**config.mk**
```make
export PLATFORM = sky130hd
export DESIGN_NAME = lobm_cell
export DESIGN_NICKNAME = d
export VERILOG_FILES = /design/src/design/limit_order_book_matcher_macros.svh /design/src/design/lobm_pkg.sv /design/src/design/lobm_cell.sv
export SDC_FILE = /design/constraint.sdc
export NUM_CORES = 1
export LEC_CHECK = 0
export BUFFER_PORTS_ARGS = -buffer_cell sky130_fd_sc_hd__buf_2
export CORE_ASPECT_RATIO = 0.7
export CORE_MARGIN = 4
export CORE_UTILIZATION = 53
export CTS_BUF_LIST = sky130_fd_sc_hd__clkbuf_8
export CTS_CLUSTER_SIZE = 20
export DETAILED_ROUTE_END_ITERATION = 8
export HOLD_SLACK_MARGIN = 0.06
export PLACE_DENSITY = 0.91
export REMOVE_ABC_BUFFERS = 1
export SLEW_MARGIN = 20
export SYNTH_ARGS = -nofsm -noshare
export SYNTH_HDL_FRONTEND = slang
export SYNTH_SLANG_ARGS = --single-unit
```
**constraint.sdc**
```tcl
create_clock -name clk -period 6.55 [get_ports clk]
set_input_delay 0.3275 -clock clk [delete_from_list [all_inputs] [get_ports clk]]
set_output_delay 0.3275 -clock clk [all_outputs]
set_load 0.05 [all_outputs]
```
**src/design/limit_order_book_matcher_macros.svh**
```systemverilog
// Assertion macros used by the matcher design file.
`ifndef LIMIT_ORDER_BOOK_MATCHER_MACROS_SVH
`define LIMIT_ORDER_BOOK_MATCHER_MACROS_SVH

// Same-cycle implication, checked at every rising clock edge outside reset.
`define LOBM_ASSERT_IMP(lbl, ante, cons, msg) \
  lbl: assert property (@(posedge clk) disable iff (!rst_n) (ante) |-> (cons)) \
    else $error(msg);

// Next-cycle implication, checked at every rising clock edge outside reset.
`define LOBM_ASSERT_NXT(lbl, ante, cons, msg) \
  lbl: assert property (@(posedge clk) disable iff (!rst_n) (ante) |=> (cons)) \
    else $error(msg);

`endif

```
**src/design/lobm_pkg.sv**
```systemverilog
package lobm_pkg;

  localparam int PRICE_W      = 20;
  localparam int QTY_W        = 16;
  localparam int ID_PORT_W    = 16;
  localparam int STOCK_PORT_W = 14;
  localparam int HALF_W       = 21;
  localparam int KIND_W       = 3;

  localparam int ORDER_SLOTS_DEF = 32;
  localparam int ID_BITS_DEF     = 16;
  localparam int STOCK_BITS_DEF  = 14;

  localparam logic [KIND_W-1:0] KIND_ACK       = 3'd0;
  localparam logic [KIND_W-1:0] KIND_DEAL      = 3'd1;
  localparam logic [KIND_W-1:0] KIND_CANCELLED = 3'd2;
  localparam logic [KIND_W-1:0] KIND_NOT_FOUND = 3'd3;
  localparam logic [KIND_W-1:0] KIND_BOOK_FULL = 3'd4;
  localparam logic [KIND_W-1:0] KIND_IDS_GONE  = 3'd5;

  typedef enum logic [1:0] {
    OP_BEST   = 2'd0,
    OP_CANCEL = 2'd1,
    OP_FREE   = 2'd2
  } scan_op_t;

  typedef enum logic [1:0] {
    WR_NONE = 2'd0,
    WR_LOAD = 2'd1,
    WR_QTY  = 2'd2,
    WR_CLR  = 2'd3
  } wr_kind_t;

  typedef struct packed {
    scan_op_t op;
    wr_kind_t wr;
  } cell_cmd_t;

  typedef struct packed {
    logic                    req_type;
    logic [STOCK_PORT_W-1:0] stock_id;
    logic [PRICE_W-1:0]      limit_price;
    logic [QTY_W-1:0]        order_qty;
    logic                    order_side;
    logic [ID_PORT_W-1:0]    cancel_id;
  } req_t;

  typedef struct packed {
    logic [KIND_W-1:0]       result_kind;
    logic [ID_PORT_W-1:0]    first_id;
    logic [ID_PORT_W-1:0]    second_id;
    logic [STOCK_PORT_W-1:0] book_stock;
    logic [PRICE_W-1:0]      order_price;
    logic [HALF_W-1:0]       deal_price_half;
    logic [QTY_W-1:0]        deal_qty;
    logic                    which_side;
    logic                    last;
  } res_t;

endpackage

```
**src/design/lobm_cell.sv**
```systemverilog
module lobm_cell #(
  parameter int ORDER_SLOTS = lobm_pkg::ORDER_SLOTS_DEF,
  parameter int ID_BITS     = lobm_pkg::ID_BITS_DEF,
  parameter int STOCK_BITS  = lobm_pkg::STOCK_BITS_DEF,
  parameter int CELL_IDX    = 0
) (
  input  logic                                 clk,
  input  logic                                 rst_n,
  input  lobm_pkg::cell_cmd_t                  cmd,
  input  logic [STOCK_BITS-1:0]                q_stock,
  input  logic                                 q_side,
  input  logic [lobm_pkg::ID_PORT_W-1:0]       q_cid,
  input  logic [$clog2(ORDER_SLOTS)-1:0]       wr_idx,
  input  logic [STOCK_BITS-1:0]                wr_stock,
  input  logic [ID_BITS-1:0]                   wr_id,
  input  logic [lobm_pkg::PRICE_W-1:0]         wr_price,
  input  logic [lobm_pkg::QTY_W-1:0]           wr_qty,
  input  logic                                 wr_side,
  input  logic                                 ci_found,
  input  logic [$clog2(ORDER_SLOTS)-1:0]       ci_idx,
  input  logic [STOCK_BITS-1:0]                ci_stock,
  input  logic [ID_BITS-1:0]                   ci_id,
  input  logic [lobm_pkg::PRICE_W-1:0]         ci_price,
  input  logic [lobm_pkg::QTY_W-1:0]           ci_qty,
  input  logic                                 ci_side,
  output logic                                 co_found,
  output logic [$clog2(ORDER_SLOTS)-1:0]       co_idx,
  output logic [STOCK_BITS-1:0]                co_stock,
  output logic [ID_BITS-1:0]                   co_id,
  output logic [lobm_pkg::PRICE_W-1:0]         co_price,
  output logic [lobm_pkg::QTY_W-1:0]           co_qty,
  output logic                                 co_side
);

  localparam int IDX_W = $clog2(ORDER_SLOTS);
  localparam int CMP_W = (ID_BITS > lobm_pkg::ID_PORT_W) ? ID_BITS : lobm_pkg::ID_PORT_W;
  localparam logic [IDX_W-1:0] MY_IDX = IDX_W'(CELL_IDX);

  logic                          valid_r;
  logic [STOCK_BITS-1:0]         stock_r;
  logic [ID_BITS-1:0]            id_r;
  logic [lobm_pkg::PRICE_W-1:0]  price_r;
  logic [lobm_pkg::QTY_W-1:0]    qty_r;
  logic                          side_r;

  logic                          found_r;
  logic [IDX_W-1:0]              idx_r;
  logic [STOCK_BITS-1:0]         cstock_r;
  logic [ID_BITS-1:0]            cid_r;
  logic [lobm_pkg::PRICE_W-1:0]  cprice_r;
  logic [lobm_pkg::QTY_W-1:0]    cqty_r;
  logic                          cside_r;

  logic match;
  logic better;
  logic take;

  always_comb begin
    case (cmd.op)
      lobm_pkg::OP_BEST:   match = valid_r && stock_r == q_stock && side_r == q_side;
      lobm_pkg::OP_CANCEL: match = valid_r && CMP_W'(id_r) == CMP_W'(q_cid) && q_cid != '0;
      lobm_pkg::OP_FREE:   match = !valid_r;
      default:             match = 1'b0;
    endcase
    if (price_r == ci_price) begin
      better = id_r < ci_id;
    end else if (q_side) begin
      better = price_r < ci_price;
    end else begin
      better = price_r > ci_price;
    end
    take = match && (!ci_found || (cmd.op == lobm_pkg::OP_BEST && better));
  end

  always_ff @(posedge clk) begin
    if (!rst_n) begin
      found_r <= 1'b0;
    end else begin
      found_r <= ci_found || take;
    end
    idx_r    <= take ? MY_IDX  : ci_idx;
    cstock_r <= take ? stock_r : ci_stock;
    cid_r    <= take ? id_r    : ci_id;
    cprice_r <= take ? price_r : ci_price;
    cqty_r   <= take ? qty_r   : ci_qty;
    cside_r  <= take ? side_r  : ci_side;
  end

  always_ff @(posedge clk) begin
    if (!rst_n) begin
      valid_r <= 1'b0;
    end else if (wr_idx == MY_IDX) begin
      case (cmd.wr)
        lobm_pkg::WR_LOAD: valid_r <= 1'b1;
        lobm_pkg::WR_QTY:  valid_r <= wr_qty != '0;
        lobm_pkg::WR_CLR:  valid_r <= 1'b0;
        default:           valid_r <= valid_r;
      endcase
    end
  end

  always_ff @(posedge clk) begin
    if (wr_idx == MY_IDX && cmd.wr == lobm_pkg::WR_LOAD) begin
      stock_r <= wr_stock;
      id_r    <= wr_id;
      price_r <= wr_price;
      side_r  <= wr_side;
    end
    if (wr_idx == MY_IDX && (cmd.wr == lobm_pkg::WR_LOAD || cmd.wr == lobm_pkg::WR_QTY)) begin
      qty_r <= wr_qty;
    end
  end

  assign co_found = found_r;
  assign co_idx   = idx_r;
  assign co_stock = cstock_r;
  assign co_id    = cid_r;
  assign co_price = cprice_r;
  assign co_qty   = cqty_r;
  assign co_side  = cside_r;

endmodule

```
==> impl_metrics.prom, run 1 <==
# TYPE chip_impl_metric gauge
chip_impl_info{name="cts-root-buf",value="sky130_fd_sc_hd__clkbuf_8"} 1
chip_impl_metric{name="ant_nets",unit=""} 0
chip_impl_metric{name="static-leakage-power",unit="uW"} 0.00377
chip_impl_metric{name="clkSlewWorstSetupHoldPaths",unit="ns"} 0.09
chip_impl_info{name="yosys.cell_count.top_type",value="sky130_fd_sc_hd__dfxtp_1"} 1
chip_impl_metric{name="start_util",unit=""} 0.553
chip_impl_info{name="hold_path_class",value="in2reg"} 1
chip_impl_metric{name="antenna_found_initial",unit=""} 1
chip_impl_metric{name="clock_insertion_delay_worst_skew",unit="ns"} 0.43
chip_impl_metric{name="grt_max_degree",unit=""} 53
chip_impl_metric{name="critPathArrivalTime",unit="ns"} 3.70
chip_impl_metric{name="avgViaCountPerCell",unit=""} 5.14
chip_impl_metric{name="io_pins",unit=""} 255
chip_impl_metric{name="fin_skew",unit="ns"} 0.0162
chip_impl_metric{name="synthArstFlopShare",unit=""} 0
chip_impl_metric{name="design.core.area",unit="mm^2"} 0.0106
chip_impl_metric{name="gr-total-overflow",unit=""} 0
chip_impl_metric{name="core.rowCount",unit=""} 31
chip_impl_metric{name="detailed_place_hpwl",unit="mm"} 11.9
chip_impl_metric{name="timing_worst_slew_pin_value",unit="ns"} 0.679
chip_impl_info{name="cts_tree",value="built"} 1
chip_impl_metric{name="worst_ep_required_time",unit="ns"} 6.85
chip_impl_info{name="synth_top_cell_by_area",value="sky130_fd_sc_hd__edfxtp_1"} 1
chip_impl_info{name="synth_flop_cell",value="sky130_fd_sc_hd__dfxtp_1"} 1
chip_impl_metric{name="report.final.hold_viol_count",unit=""} 0
chip_impl_metric{name="design_power_total",unit="uW"} 2170
chip_impl_metric{name="setup_viol",unit=""} 0
chip_impl_metric{name="cts-resized-gates",unit=""} 0
chip_impl_metric{name="placer_congestion",unit=""} 0.900
chip_impl_metric{name="grt_pass1_vias",unit=""} 4883
chip_impl_metric{name="max-cap-violations",unit=""} 0
chip_impl_info{name="timing.setup.critical_path_class",value="reg2reg"} 1
chip_impl_metric{name="portBuffers",unit=""} 254
chip_impl_info{name="synth_commonest_cells",value="74 x sky130_fd_sc_hd__dfxtp_1, 67 x sky130_fd_sc_hd__edfxtp_1, 62 x sky130_fd_sc_hd__mux2_2"} 1
chip_impl_metric{name="max_freq",unit="MHz"} 294
chip_impl_metric{name="synth.avg_cell_area",unit="um^2"} 13.7
chip_impl_metric{name="timing.critical_path.fanout_max",unit=""} 52
chip_impl_metric{name="post_synth_instance_area",unit="mm^2"} 0.00583
chip_impl_metric{name="area_overhead_vs_synth",unit="%"} 41.3
chip_impl_metric{name="die_x",unit="um"} 133
chip_impl_metric{name="ys_types",unit=""} 34
chip_impl_metric{name="postSynthCellCount",unit=""} 424
chip_impl_metric{name="layout.nets",unit=""} 963
chip_impl_metric{name="cts_htree_levels",unit=""} 4
chip_impl_metric{name="pwr_density_cell",unit="mW/mm^2"} 264
chip_impl_metric{name="setup-tns-final",unit="ns"} 0
chip_impl_metric{name="yosys_warnings",unit=""} 0
chip_impl_metric{name="global_route_wire_length_before_repair",unit="mm"} 24.8
chip_impl_info{name="startpoint_type",value="flop"} 1
chip_impl_metric{name="dr.pass1.iters",unit=""} 5
chip_impl_metric{name="drt-wirelength-per-cell",unit="um"} 18.9
chip_impl_metric{name="gr-usage-all-layers",unit=""} 0.257
chip_impl_metric{name="die-height",unit="um"} 95.7
chip_impl_metric{name="synthDominantCellAreaShare",unit=""} 0.345
chip_impl_metric{name="wl",unit="mm"} 17.1
chip_impl_info{name="outcome",value="complete, no violations"} 1
chip_impl_metric{name="vdd.ir_drop.worst",unit="mV"} 0.157
chip_impl_metric{name="layout_worst_path_cycle_share",unit=""} 0.519
chip_impl_metric{name="drive_gt1_frac",unit=""} 0.468
chip_impl_metric{name="slew_headroom",unit=""} 0.547
chip_impl_metric{name="synth_sequential_area_ratio",unit=""} 0.599
chip_impl_info{name="grt_setup_unrepaired",value="no"} 1
chip_impl_metric{name="dieArea",unit="mm^2"} 0.0128
chip_impl_metric{name="internal_power_summed_over_all_cells",unit="uW"} 1620
chip_impl_metric{name="number_of_flops_mapped_to_enable_cells_by_yosys",unit=""} 67
chip_impl_metric{name="drc_errors",unit=""} 0
chip_impl_metric{name="power_switching_share",unit=""} 0.256
chip_impl_metric{name="switchingPower",unit="uW"} 556
chip_impl_metric{name="power_frac_clock",unit=""} 0.402
chip_impl_metric{name="p_comb_frac",unit=""} 0.152
chip_impl_metric{name="detail_route.iter0.violations",unit=""} 152
chip_impl_metric{name="cts_num_sinks",unit=""} 141
chip_impl_info{name="ys_top_cells_by_area",value="sky130_fd_sc_hd__edfxtp_1 35%, sky130_fd_sc_hd__dfxtp_1 25%, sky130_fd_sc_hd__mux2_2 12%"} 1
chip_impl_metric{name="postSynthRegisterBits",unit=""} 141
chip_impl_info{name="critical_path.endpoint_type",value="flop"} 1
chip_impl_metric{name="timing.final.crit_period",unit="ns"} 3.40
chip_impl_metric{name="power.share.sequential",unit=""} 0.446
chip_impl_metric{name="hold_ws",unit="ns"} 0.0904
chip_impl_metric{name="cts_buffers",unit=""} 17
chip_impl_metric{name="finalMaxSlewViolations",unit=""} 0
chip_impl_metric{name="cts-root-to-sink-buffers",unit=""} 2
chip_impl_metric{name="vias",unit=""} 4650
-- cells by family (layout without fill, tap and decap cells) --
| logic type | count (synthesis) | in the layout | synth area share |
|---|---|---|---|
| AO/OA/AOI/OAI | 33 | 33 | 0.0365 |
| XOR/XNOR | 31 | 31 | 0.0466 |
| adder cells (fa/ha/maj) | 39 | 39 | 0.0837 |
| buffers and inverters | 46 | 377 | 0.0386 |
| flip-flops | 141 | 141 | 0.599 |
| multiplexers | 69 | 69 | 0.133 |
| other | 0 | 1 | 0 |
| AND/OR/NAND/NOR | 65 | 65 | 0.0625 |
-- timing repair --
| item | in CTS | in global routing |
|---|---|---|
| endpoints found under the hold margin | 32 | 17 |
| hold buffers | 32 | 17 |
| setup buffers | 0 | 0 |
| setup endpoints to repair | 0 | 0 |
-- registers in the layout, summed over array words and instances, names as in the netlist, 14 cells and up --
signal / count
stock_r: 14
co_stock: 14
qty_r: 16
price_r: 20
id_r: 16
co_id: 16
co_qty: 16
co_price: 20
-- power by group through the flow --
stage	registers (uW)	logic (uW)	clock network, uW
3_3_place_gp	987	293	0
3_5_place_dp	987	301	0
5_1_grt	971	349	926
4_1_cts	967	318	878
2_1_floorplan	1100	72.3	0
6_report	968	331	873
-- path summary, 6_finish.rpt --
kind                                 to                   from  slack [ns]  cells past startpoint
setup / recovery   co_price[10]$_DFF_P_  price_r[17]$_DFFE_PP_        3.15                      9
hold reg to reg      co_qty[13]$_DFF_P_    qty_r[13]$_DFFE_PP_        0.45                      1
setup reg to reg   co_price[10]$_DFF_P_  price_r[17]$_DFFE_PP_        3.15                      9
hold / removal    price_r[13]$_DFFE_PP_           wr_price[13]        0.09                      1
-- cell type report --
type / instances / area, um^2
Timing Repair Buffer: 306 / 1800
Multi-Input combinational cell: 237 / 2110
Tap cell: 148 / 185
Sequential cell: 141 / 3490
Clock buffer: 17 / 234
Fill cell: 648 / 2310
Inverter: 39 / 146
Clock inverter: 15 / 265
Antenna cell: 1 / 2.50
-- critical path, cell delays in order (launching register included) --
cell and delay (ns):
sky130_fd_sc_hd__edfxtp_1 0.42, sky130_fd_sc_hd__ha_1 0.32, sky130_fd_sc_hd__nand4_1 0.17, sky130_fd_sc_hd__or4_1 0.59, sky130_fd_sc_hd__nor2_1 0.21, sky130_fd_sc_hd__nand4b_1 0.14
sky130_fd_sc_hd__mux2i_1 0.12, sky130_fd_sc_hd__o31ai_4 0.55, sky130_fd_sc_hd__buf_12 0.33, sky130_fd_sc_hd__mux2_2 0.38
-- placed cells by master, fill, tap and decap left out, drive strengths merged --
| cell | synthesis | routed |
|---|---|---|
| or4 | 3 | 3 |
| buf | 7 | 257 |
| nand3 | 4 | 4 |
| nand4b | 1 | 1 |
| clkbuf | 0 | 17 |
| nor4 | 15 | 15 |
| dlygate4sd3 | 0 | 49 |
| inv | 39 | 45 |
| dfxtp | 74 | 74 |
| a211oi | 1 | 1 |
| and2 | 8 | 8 |
| xor2 | 30 | 30 |
| clkinv | 0 | 1 |
| a21o | 1 | 1 |
| diode | 0 | 1 |
| nor2b | 2 | 2 |
| o21ai | 6 | 6 |
| o211ai | 2 | 2 |
| o21a | 1 | 1 |
| nor3 | 6 | 6 |
| o2111ai | 1 | 1 |
| a22oi | 2 | 2 |
| ha | 39 | 39 |
| a21oi | 15 | 15 |
| xnor2 | 1 | 1 |
| nand2 | 7 | 7 |
| mux2 | 67 | 67 |
| mux2i | 2 | 2 |
| clkinvlp | 0 | 1 |
| nor2 | 9 | 9 |
| a31o | 1 | 1 |
| nand4 | 9 | 9 |
| a2111oi | 1 | 1 |
| o31ai | 2 | 2 |
| edfxtp | 67 | 67 |
| bufinv | 0 | 7 |
| and4 | 1 | 1 |
-- metrics by stage --
stage                     setup WS (ns)   util  std cells  instance area [um^2]
after floorplan                    2.45      -        417                  5750
after global placement             2.74  0.686        821                  7240
after detailed placement           2.66  0.686        821                  7240
after CTS                          2.66  0.764        885                  8060
after global routing               2.94  0.781        904                  8240
final                              3.15  0.781        904                  8240
-- per-layer routing --
| layer | vias to the layer above | wire length, um | track usage |
|---|---|---|---|
| met2 | 227 | 8860 | 0.476 |
| met3 | 44 | 1170 | 0.0758 |
| met4 | 0 | 521 | 0.104 |
| met1 | 2204 | 6520 | 0.281 |
| li1 | 2175 | - | - |
| met5 | - | 0 | 0 |
(Power assumes the default switching activity.)
==> inputs of run 2 (changes only) <==
--- a/config.mk
+++ b/config.mk
@@ -8,12 +8,12 @@
 export BUFFER_PORTS_ARGS = -buffer_cell sky130_fd_sc_hd__buf_2
 export CORE_ASPECT_RATIO = 0.7
 export CORE_MARGIN = 4
-export CORE_UTILIZATION = 53
+export CORE_UTILIZATION = 49
 export CTS_BUF_LIST = sky130_fd_sc_hd__clkbuf_8
 export CTS_CLUSTER_SIZE = 20
 export DETAILED_ROUTE_END_ITERATION = 8
 export HOLD_SLACK_MARGIN = 0.06
-export PLACE_DENSITY = 0.91
+export PLACE_DENSITY = 0.85
 export REMOVE_ABC_BUFFERS = 1
 export SLEW_MARGIN = 20
 export SYNTH_ARGS = -nofsm -noshare
==> constraint.sdc (replaced) <==
create_clock -name clk -period 3.4 [get_ports clk]
set_input_delay 0.17 -clock clk [delete_from_list [all_inputs] [get_ports clk]]
set_output_delay 0.17 -clock clk [all_outputs]
set_load 0.05 [all_outputs]
==> impl_metrics.prom, run 2 (synthesis gave the netlist of run 1 again) <==
# TYPE chip_impl_metric gauge
chip_impl_metric{name="timing.final.crit_period",unit="ns"} 3.23
chip_impl_metric{name="ant_nets",unit=""} 0
chip_impl_metric{name="setup-tns-final",unit="ns"} 0
chip_impl_metric{name="timing.critical_path.fanout_max",unit=""} 47
chip_impl_metric{name="layout_setup_ws",unit="ns"} 0.173
chip_impl_metric{name="antenna-diode-count",unit=""} 0
chip_impl_metric{name="worst_ep_required_time",unit="ns"} 3.70
chip_impl_info{name="startpoint_type",value="input pin"} 1
chip_impl_metric{name="design.core.area",unit="mm^2"} 0.0117
chip_impl_metric{name="area_overhead_vs_synth",unit="%"} 56.7
chip_impl_metric{name="clkSlewWorstSetupHoldPaths",unit="ns"} 0.08
chip_impl_metric{name="dieArea",unit="mm^2"} 0.0137
chip_impl_metric{name="cts_num_sinks",unit=""} 141
chip_impl_info{name="crit_family",value="buffers and inverters"} 1
chip_impl_metric{name="max_freq",unit="MHz"} 310
chip_impl_metric{name="grt_max_degree",unit=""} 48
chip_impl_metric{name="grt_pass1_vias",unit=""} 5778
chip_impl_info{name="crit_path_cell_trace",value="dlygate4sd3_1, buf_2, inv_1, ha_1, nand4_1, or4_1, a21oi_1, a2111oi_0, mux2i_1, o31ai_4, buf_12, mux2_1"} 1
chip_impl_metric{name="critPathArrivalTime",unit="ns"} 3.53
chip_impl_metric{name="register_area",unit="mm^2"} 0.00349
chip_impl_metric{name="gr-total-overflow",unit=""} 0
chip_impl_info{name="mostFrequentLayoutCells",value="254 x sky130_fd_sc_hd__buf_2, 141 x sky130_fd_sc_hd__dlygate4sd3_1, 74 x sky130_fd_sc_hd__dfxtp_1"} 1
chip_impl_metric{name="fin_skew",unit="ns"} 0.0143
chip_impl_metric{name="gr-usage-all-layers",unit=""} 0.277
chip_impl_metric{name="antenna_found_initial",unit=""} 0
chip_impl_metric{name="design_power_total",unit="uW"} 4140
chip_impl_metric{name="placer_congestion",unit=""} 0.910
chip_impl_metric{name="worst_path_largest_cell_delay",unit="ns"} 0.61
chip_impl_metric{name="dpl_worst_slack",unit="ns"} 0.206
chip_impl_metric{name="wl",unit="mm"} 19.0
chip_impl_metric{name="drc_errors",unit=""} 0
chip_impl_metric{name="max-cap-violations",unit=""} 0
chip_impl_metric{name="pwr_density_cell",unit="mW/mm^2"} 454
chip_impl_metric{name="clock_insertion_delay_worst_skew",unit="ns"} 0.43
chip_impl_metric{name="design_area",unit="mm^2"} 0.00913
chip_impl_metric{name="io_pins",unit=""} 255
chip_impl_info{name="timing.setup.critical_path_class",value="in2reg"} 1
chip_impl_metric{name="layout.nets",unit=""} 1055
chip_impl_metric{name="detail_route.iter0.violations",unit=""} 253
chip_impl_metric{name="timing_worst_slew_pin_value",unit="ns"} 0.724
chip_impl_metric{name="core.rowCount",unit=""} 33
chip_impl_metric{name="cts_buffers",unit=""} 17
chip_impl_metric{name="detailed_place_hpwl",unit="mm"} 12.1
chip_impl_metric{name="dr.pass1.iters",unit=""} 5
chip_impl_info{name="critical_path.endpoint_type",value="flop"} 1
chip_impl_metric{name="static-leakage-power",unit="uW"} 0.00414
chip_impl_metric{name="global_route_wire_length_before_repair",unit="mm"} 29.8
chip_impl_metric{name="slew_headroom",unit=""} 0.517
chip_impl_metric{name="setup_viol",unit=""} 0
chip_impl_metric{name="die_x",unit="um"} 138
chip_impl_metric{name="cp.buffers_inverters",unit=""} 4
chip_impl_metric{name="report.final.hold_viol_count",unit=""} 0
chip_impl_metric{name="drive_gt1_frac",unit=""} 0.417
chip_impl_metric{name="drt-wirelength-per-cell",unit="um"} 18.9
chip_impl_metric{name="cts_htree_levels",unit=""} 4
chip_impl_info{name="crit_slowest_cell",value="sky130_fd_sc_hd__or4_1"} 1
chip_impl_metric{name="vias",unit=""} 5100
chip_impl_metric{name="post_dp_cell_area",unit="mm^2"} 0.00727
chip_impl_metric{name="cts-root-to-sink-buffers",unit=""} 2
chip_impl_info{name="hold_path_class",value="in2reg"} 1
chip_impl_info{name="grt_setup_unrepaired",value="no"} 1
chip_impl_info{name="layout.cells.most_common",value="sky130_fd_sc_hd__buf_2"} 1
chip_impl_info{name="outcome",value="complete, no violations"} 1
chip_impl_metric{name="layout_worst_path_cycle_share",unit=""} 0.949
chip_impl_metric{name="filler_cell_count_in_the_final_layout",unit=""} 654
chip_impl_metric{name="vdd.ir_drop.worst",unit="mV"} 0.325
chip_impl_metric{name="final_core_utilization",unit=""} 0.782
chip_impl_metric{name="start_util",unit=""} 0.499
chip_impl_info{name="cts-root-buf",value="sky130_fd_sc_hd__clkbuf_8"} 1
chip_impl_metric{name="die-height",unit="um"} 99.3
chip_impl_metric{name="finalMaxSlewViolations",unit=""} 0
chip_impl_metric{name="avgViaCountPerCell",unit=""} 5.08
chip_impl_metric{name="multiInputGateArea",unit="mm^2"} 0.00211
chip_impl_info{name="cts_tree",value="built"} 1
chip_impl_metric{name="portBuffers",unit=""} 254
==> run 2: cell count changes in the layout (fill, tap and decap cells not counted) <==
cell / delta
sky130_fd_sc_hd__bufinv_16: -2
sky130_fd_sc_hd__buf_12: +1
sky130_fd_sc_hd__diode_2: -1
sky130_fd_sc_hd__buf_4: -1
sky130_fd_sc_hd__dlygate4sd3_1: +92
sky130_fd_sc_hd__clkinvlp_4: +1
sky130_fd_sc_hd__clkinv_2: +1
==> run 2: where the power goes <==
group	switching (uW)	total, uW	leakage [uW]	internal [uW]
Sequential	24.5	1870	0.00123	1840
Combinational	413	727	0.00268	314
Clock	672	1550	0.000230	876
==> run 2: cell type report <==
class	count	area share
inverters	39	0.0160
clock inverters	15	0.0238
repair buffers	398	0.299
flip-flops and latches	141	0.382
well taps	157	0.0215
multi-input cells	237	0.231
clock buffers	17	0.0256
==> run 2: stage by stage <==
stage / hold slack, ns / instances
6_report: 0.198 / 1004
2_1_floorplan: 0.269 / 417
3_5_place_dp: 0.348 / 831
3_3_place_gp: 0.346 / 831
4_1_cts: 0.155 / 1004
5_1_grt: 0.194 / 1004
==> run 2: path summary, 6_finish.rpt <==
| check | startpoint | end | slack [ns] | cells after the start |
|---|---|---|---|---|
| worst max-delay path | ci_price[17] | co_qty[11]$_DFF_P_ | 0.17 | 12 |
| worst min-delay path | wr_idx[1] | valid_r$_SDFFE_PN0P_ | 0.20 | 4 |
| worst max register to register | price_r[19]$_DFFE_PP_ | co_qty[11]$_DFF_P_ | 0.21 | 9 |
| worst min register to register | qty_r[12]$_DFFE_PP_ | co_qty[12]$_DFF_P_ | 0.46 | 1 |
==> run 2: repair_timing <==
| item | CTS | global route |
|---|---|---|
| endpoints found under the setup margin | 0 | 22 |
| hold endpoints to repair | 141 | 0 |
| gates resized for setup | 0 | 1 |
| hold buffers | 141 | 0 |
| setup buffers | 0 | 0 |
==> run 2: routing by layer <==
metal,GRT usage,vias to the layer above,routed length [um]
met2,0.500,283,9750
met1,0.302,2408,7090
met5,0,-,0
li1,-,2349,-
met3,0.0831,60,1510
met4,0.131,0,647
==> run 2: worst register-to-register path, delay by kind of cell, from the launching register on <==
family / cells / cell delay, ns
AND/OR/NAND/NOR: 2 / 0.82
multiplexers: 2 / 0.62
AO/OA/AOI/OAI: 3 / 0.61
flip-flops: 1 / 0.40
adder cells (fa/ha/maj): 1 / 0.33
buffers and inverters: 1 / 0.29
==> inputs of run 3 (changes only) <==
--- a/config.mk
+++ b/config.mk
@@ -8,12 +8,12 @@
 export BUFFER_PORTS_ARGS = -buffer_cell sky130_fd_sc_hd__buf_2
 export CORE_ASPECT_RATIO = 0.7
 export CORE_MARGIN = 4
-export CORE_UTILIZATION = 49
-export CTS_BUF_LIST = sky130_fd_sc_hd__clkbuf_8
+export CORE_UTILIZATION = 47
+export CTS_BUF_LIST = sky130_fd_sc_hd__clkbuf_4 sky130_fd_sc_hd__clkbuf_8 sky130_fd_sc_hd__clkbuf_16
 export CTS_CLUSTER_SIZE = 20
 export DETAILED_ROUTE_END_ITERATION = 8
 export HOLD_SLACK_MARGIN = 0.06
-export PLACE_DENSITY = 0.85
+export PLACE_DENSITY = 0.82
 export REMOVE_ABC_BUFFERS = 1
 export SLEW_MARGIN = 20
 export SYNTH_ARGS = -nofsm -noshare
==> impl_metrics.prom, run 3 (synthesis gave the netlist of run 1 again) <==
# TYPE chip_impl_metric gauge
chip_impl_info{name="rr_startpoint",value="price_r[19]$_DFFE_PP_"} 1
chip_impl_metric{name="hold_ws",unit="ns"} 0.0615
chip_impl_metric{name="multiInputGateArea",unit="mm^2"} 0.00211
chip_impl_metric{name="fin_skew",unit="ns"} 0.00809
chip_impl_info{name="cts_tree",value="built"} 1
chip_impl_info{name="hold_path_class",value="in2reg"} 1
chip_impl_info{name="layout.cells.most_common",value="sky130_fd_sc_hd__buf_2"} 1
chip_impl_metric{name="vdd.ir_drop.worst",unit="mV"} 0.356
chip_impl_metric{name="worst-r2r-cell-count",unit=""} 9
chip_impl_metric{name="io_pins",unit=""} 255
chip_impl_metric{name="ant_nets",unit=""} 0
chip_impl_metric{name="layout.nets",unit=""} 1055
chip_impl_metric{name="met3_usage",unit=""} 0.0684
chip_impl_metric{name="design.core.area",unit="mm^2"} 0.0119
chip_impl_metric{name="cts-root-to-sink-buffers",unit=""} 2
chip_impl_metric{name="dpl_worst_slack",unit="ns"} 0.224
chip_impl_metric{name="drc_errors",unit=""} 0
chip_impl_metric{name="timing.critical_path.fanout_max",unit=""} 18
chip_impl_info{name="startpoint_type",value="input pin"} 1
chip_impl_info{name="outcome",value="complete, no violations"} 1
chip_impl_info{name="worst_setup_path_endpoint",value="co_id[14]$_DFF_P_"} 1
chip_impl_metric{name="drive_gt1_frac",unit=""} 0.420
chip_impl_metric{name="setup_viol",unit=""} 0
chip_impl_metric{name="avgViaCountPerCell",unit=""} 5.01
chip_impl_metric{name="gr-usage-all-layers",unit=""} 0.252
chip_impl_metric{name="filler_cell_count_in_the_final_layout",unit=""} 707
chip_impl_info{name="worst_r2r_endpoint",value="co_id[14]$_DFF_P_"} 1
chip_impl_metric{name="cts_buffers",unit=""} 17
chip_impl_info{name="critical_path.endpoint_type",value="flop"} 1
chip_impl_metric{name="finalMaxSlewViolations",unit=""} 0
chip_impl_metric{name="setup-tns-final",unit="ns"} 0
chip_impl_metric{name="static-leakage-power",unit="uW"} 0.00420
chip_impl_metric{name="antenna_found_initial",unit=""} 0
chip_impl_metric{name="dr.pass1.iters",unit=""} 5
chip_impl_metric{name="cts_htree_levels",unit=""} 4
chip_impl_metric{name="layout_worst_path_cycle_share",unit=""} 0.958
chip_impl_metric{name="dieArea",unit="mm^2"} 0.0143
chip_impl_metric{name="register_area",unit="mm^2"} 0.00349
chip_impl_metric{name="placer_congestion",unit=""} 0.888
chip_impl_metric{name="pwr_density_cell",unit="mW/mm^2"} 481
chip_impl_metric{name="layout_setup_ws",unit="ns"} 0.143
chip_impl_metric{name="portBuffers",unit=""} 254
chip_impl_info{name="grt_busiest_layer",value="met2"} 1
chip_impl_metric{name="grt_pass1_vias",unit=""} 5423
chip_impl_metric{name="globalRouteMet2Util",unit=""} 0.463
chip_impl_info{name="mostFrequentLayoutCells",value="254 x sky130_fd_sc_hd__buf_2, 140 x sky130_fd_sc_hd__dlygate4sd3_1, 74 x sky130_fd_sc_hd__dfxtp_1"} 1
chip_impl_metric{name="final_cells",unit=""} 1005
chip_impl_metric{name="start_util",unit=""} 0.489
chip_impl_metric{name="core.rowCount",unit=""} 33
chip_impl_metric{name="gr-total-overflow",unit=""} 0
chip_impl_metric{name="placed_cells_incl_taps",unit=""} 832
chip_impl_metric{name="timing_worst_slew_pin_value",unit="ns"} 0.696
chip_impl_metric{name="die-height",unit="um"} 101
chip_impl_metric{name="slew_headroom",unit=""} 0.536
chip_impl_metric{name="detail_route.iter0.violations",unit=""} 252
chip_impl_metric{name="vias",unit=""} 5039
chip_impl_metric{name="ff2ff_setup_slack",unit="ns"} 0.20
chip_impl_metric{name="max-cap-violations",unit=""} 0
chip_impl_info{name="cts-root-buf",value="sky130_fd_sc_hd__clkbuf_16"} 1
chip_impl_info{name="timing.setup.critical_path_class",value="in2reg"} 1
chip_impl_metric{name="cts_num_sinks",unit=""} 141
chip_impl_metric{name="grt_use_met1",unit=""} 0.276
chip_impl_info{name="critPathLaunch",value="ci_price[18]"} 1
chip_impl_metric{name="global_route_wire_length_before_repair",unit="mm"} 27.6
chip_impl_metric{name="worst_ep_required_time",unit="ns"} 3.69
chip_impl_metric{name="critPathArrivalTime",unit="ns"} 3.55
chip_impl_info{name="grt_setup_unrepaired",value="no"} 1
chip_impl_metric{name="area_overhead_vs_synth",unit="%"} 59.2
chip_impl_metric{name="clkSlewWorstSetupHoldPaths",unit="ns"} 0.06
chip_impl_metric{name="clock_insertion_delay_worst_skew",unit="ns"} 0.41
chip_impl_metric{name="detailed_place_hpwl",unit="mm"} 11.9
chip_impl_metric{name="timing.final.crit_period",unit="ns"} 3.26
chip_impl_metric{name="max_freq",unit="MHz"} 307
chip_impl_metric{name="grt_max_degree",unit=""} 37
chip_impl_metric{name="wl",unit="mm"} 18.2
chip_impl_metric{name="drt-wirelength-per-cell",unit="um"} 18.1
chip_impl_metric{name="report.final.hold_viol_count",unit=""} 0
chip_impl_metric{name="die_x",unit="um"} 141
[run 3: changes by cell type in the layout (fill, tap and decap cells not counted), sizes merged]
cell,change
bufinv,-2
buf,+1
inv,-6
clkinv,+5
clkinvlp,-1
clkbuf,+4
diode,+1
dlygate4sd3,-1
[run 3: repair_timing]
item / 4_1_cts / 5_1_grt
setup buffers: 0 / 0
hold buffers: 140 / 0
endpoints found under the hold margin: 141 / 0
gates resized for setup: 0 / 0
setup endpoints to repair: 0 / 0
[run 3: per-layer routing]
layer	wire [um]	vias up	part of all wire
met1	6730	2381	0.37
li1	-	2359	-
met2	9370	250	0.51
met5	0	-	0
met4	538	0	0.030
met3	1560	49	0.086
[run 3: how the worst min path moves through the flow]
stage | start | end | slack, ns | cells after the start
floorplan | wr_id[0] | id_r[0]$_DFFE_PP_ | 0.27 | 0
global placement | wr_id[13] | id_r[13]$_DFFE_PP_ | 0.35 | 1
detailed placement | wr_stock[1] | stock_r[1]$_DFFE_PP_ | 0.35 | 1
CTS | ci_found | co_found$_SDFF_PN0_ | 0.07 | 2
global route | ci_found | co_found$_SDFF_PN0_ | 0.08 | 2
finish | ci_found | co_found$_SDFF_PN0_ | 0.06 | 2
[run 3: final cells by class]
cell class              count  share of cell area
flip-flops and latches    141               0.377
repair buffers            398               0.294
multi-input cells         237               0.228
clock buffers              21              0.0491
well taps                 157              0.0212
inverters                  39              0.0158
clock inverters            11              0.0155
diodes                      1            0.000270
[run 3: stage by stage]
| step | area [um^2] | utilization | power (uW) |
|---|---|---|---|
| CTS | 9280 | 0.777 | 4480 |
| detailed placement | 7270 | 0.610 | 2480 |
| global placement | 7270 | 0.610 | 2470 |
| floorplan | 5750 | - | 2260 |
| finish | 9280 | 0.777 | 4460 |
| global route | 9280 | 0.777 | 4610 |
[run 3: where the power goes]
part	internal, uW	total [uW]	switching, uW	leakage [uW]
clock network	1180	1870	686	0.000298
logic	313	721	408	0.00268
registers	1850	1870	24.2	0.00123
total	3340	4460	1120	0.00420
[run 3: critical path, stage by stage]
cell and delay (ns):
sky130_fd_sc_hd__dlygate4sd3_1 0.55, sky130_fd_sc_hd__buf_2 0.13, sky130_fd_sc_hd__inv_1 0.04, sky130_fd_sc_hd__ha_1 0.31, sky130_fd_sc_hd__nand4_1 0.20, sky130_fd_sc_hd__or4_1 0.61, sky130_fd_sc_hd__nor2_1 0.19, sky130_fd_sc_hd__nand4b_1 0.14
sky130_fd_sc_hd__mux2i_1 0.11, sky130_fd_sc_hd__o31ai_4 0.35, sky130_fd_sc_hd__buf_4 0.34, sky130_fd_sc_hd__mux2_2 0.38
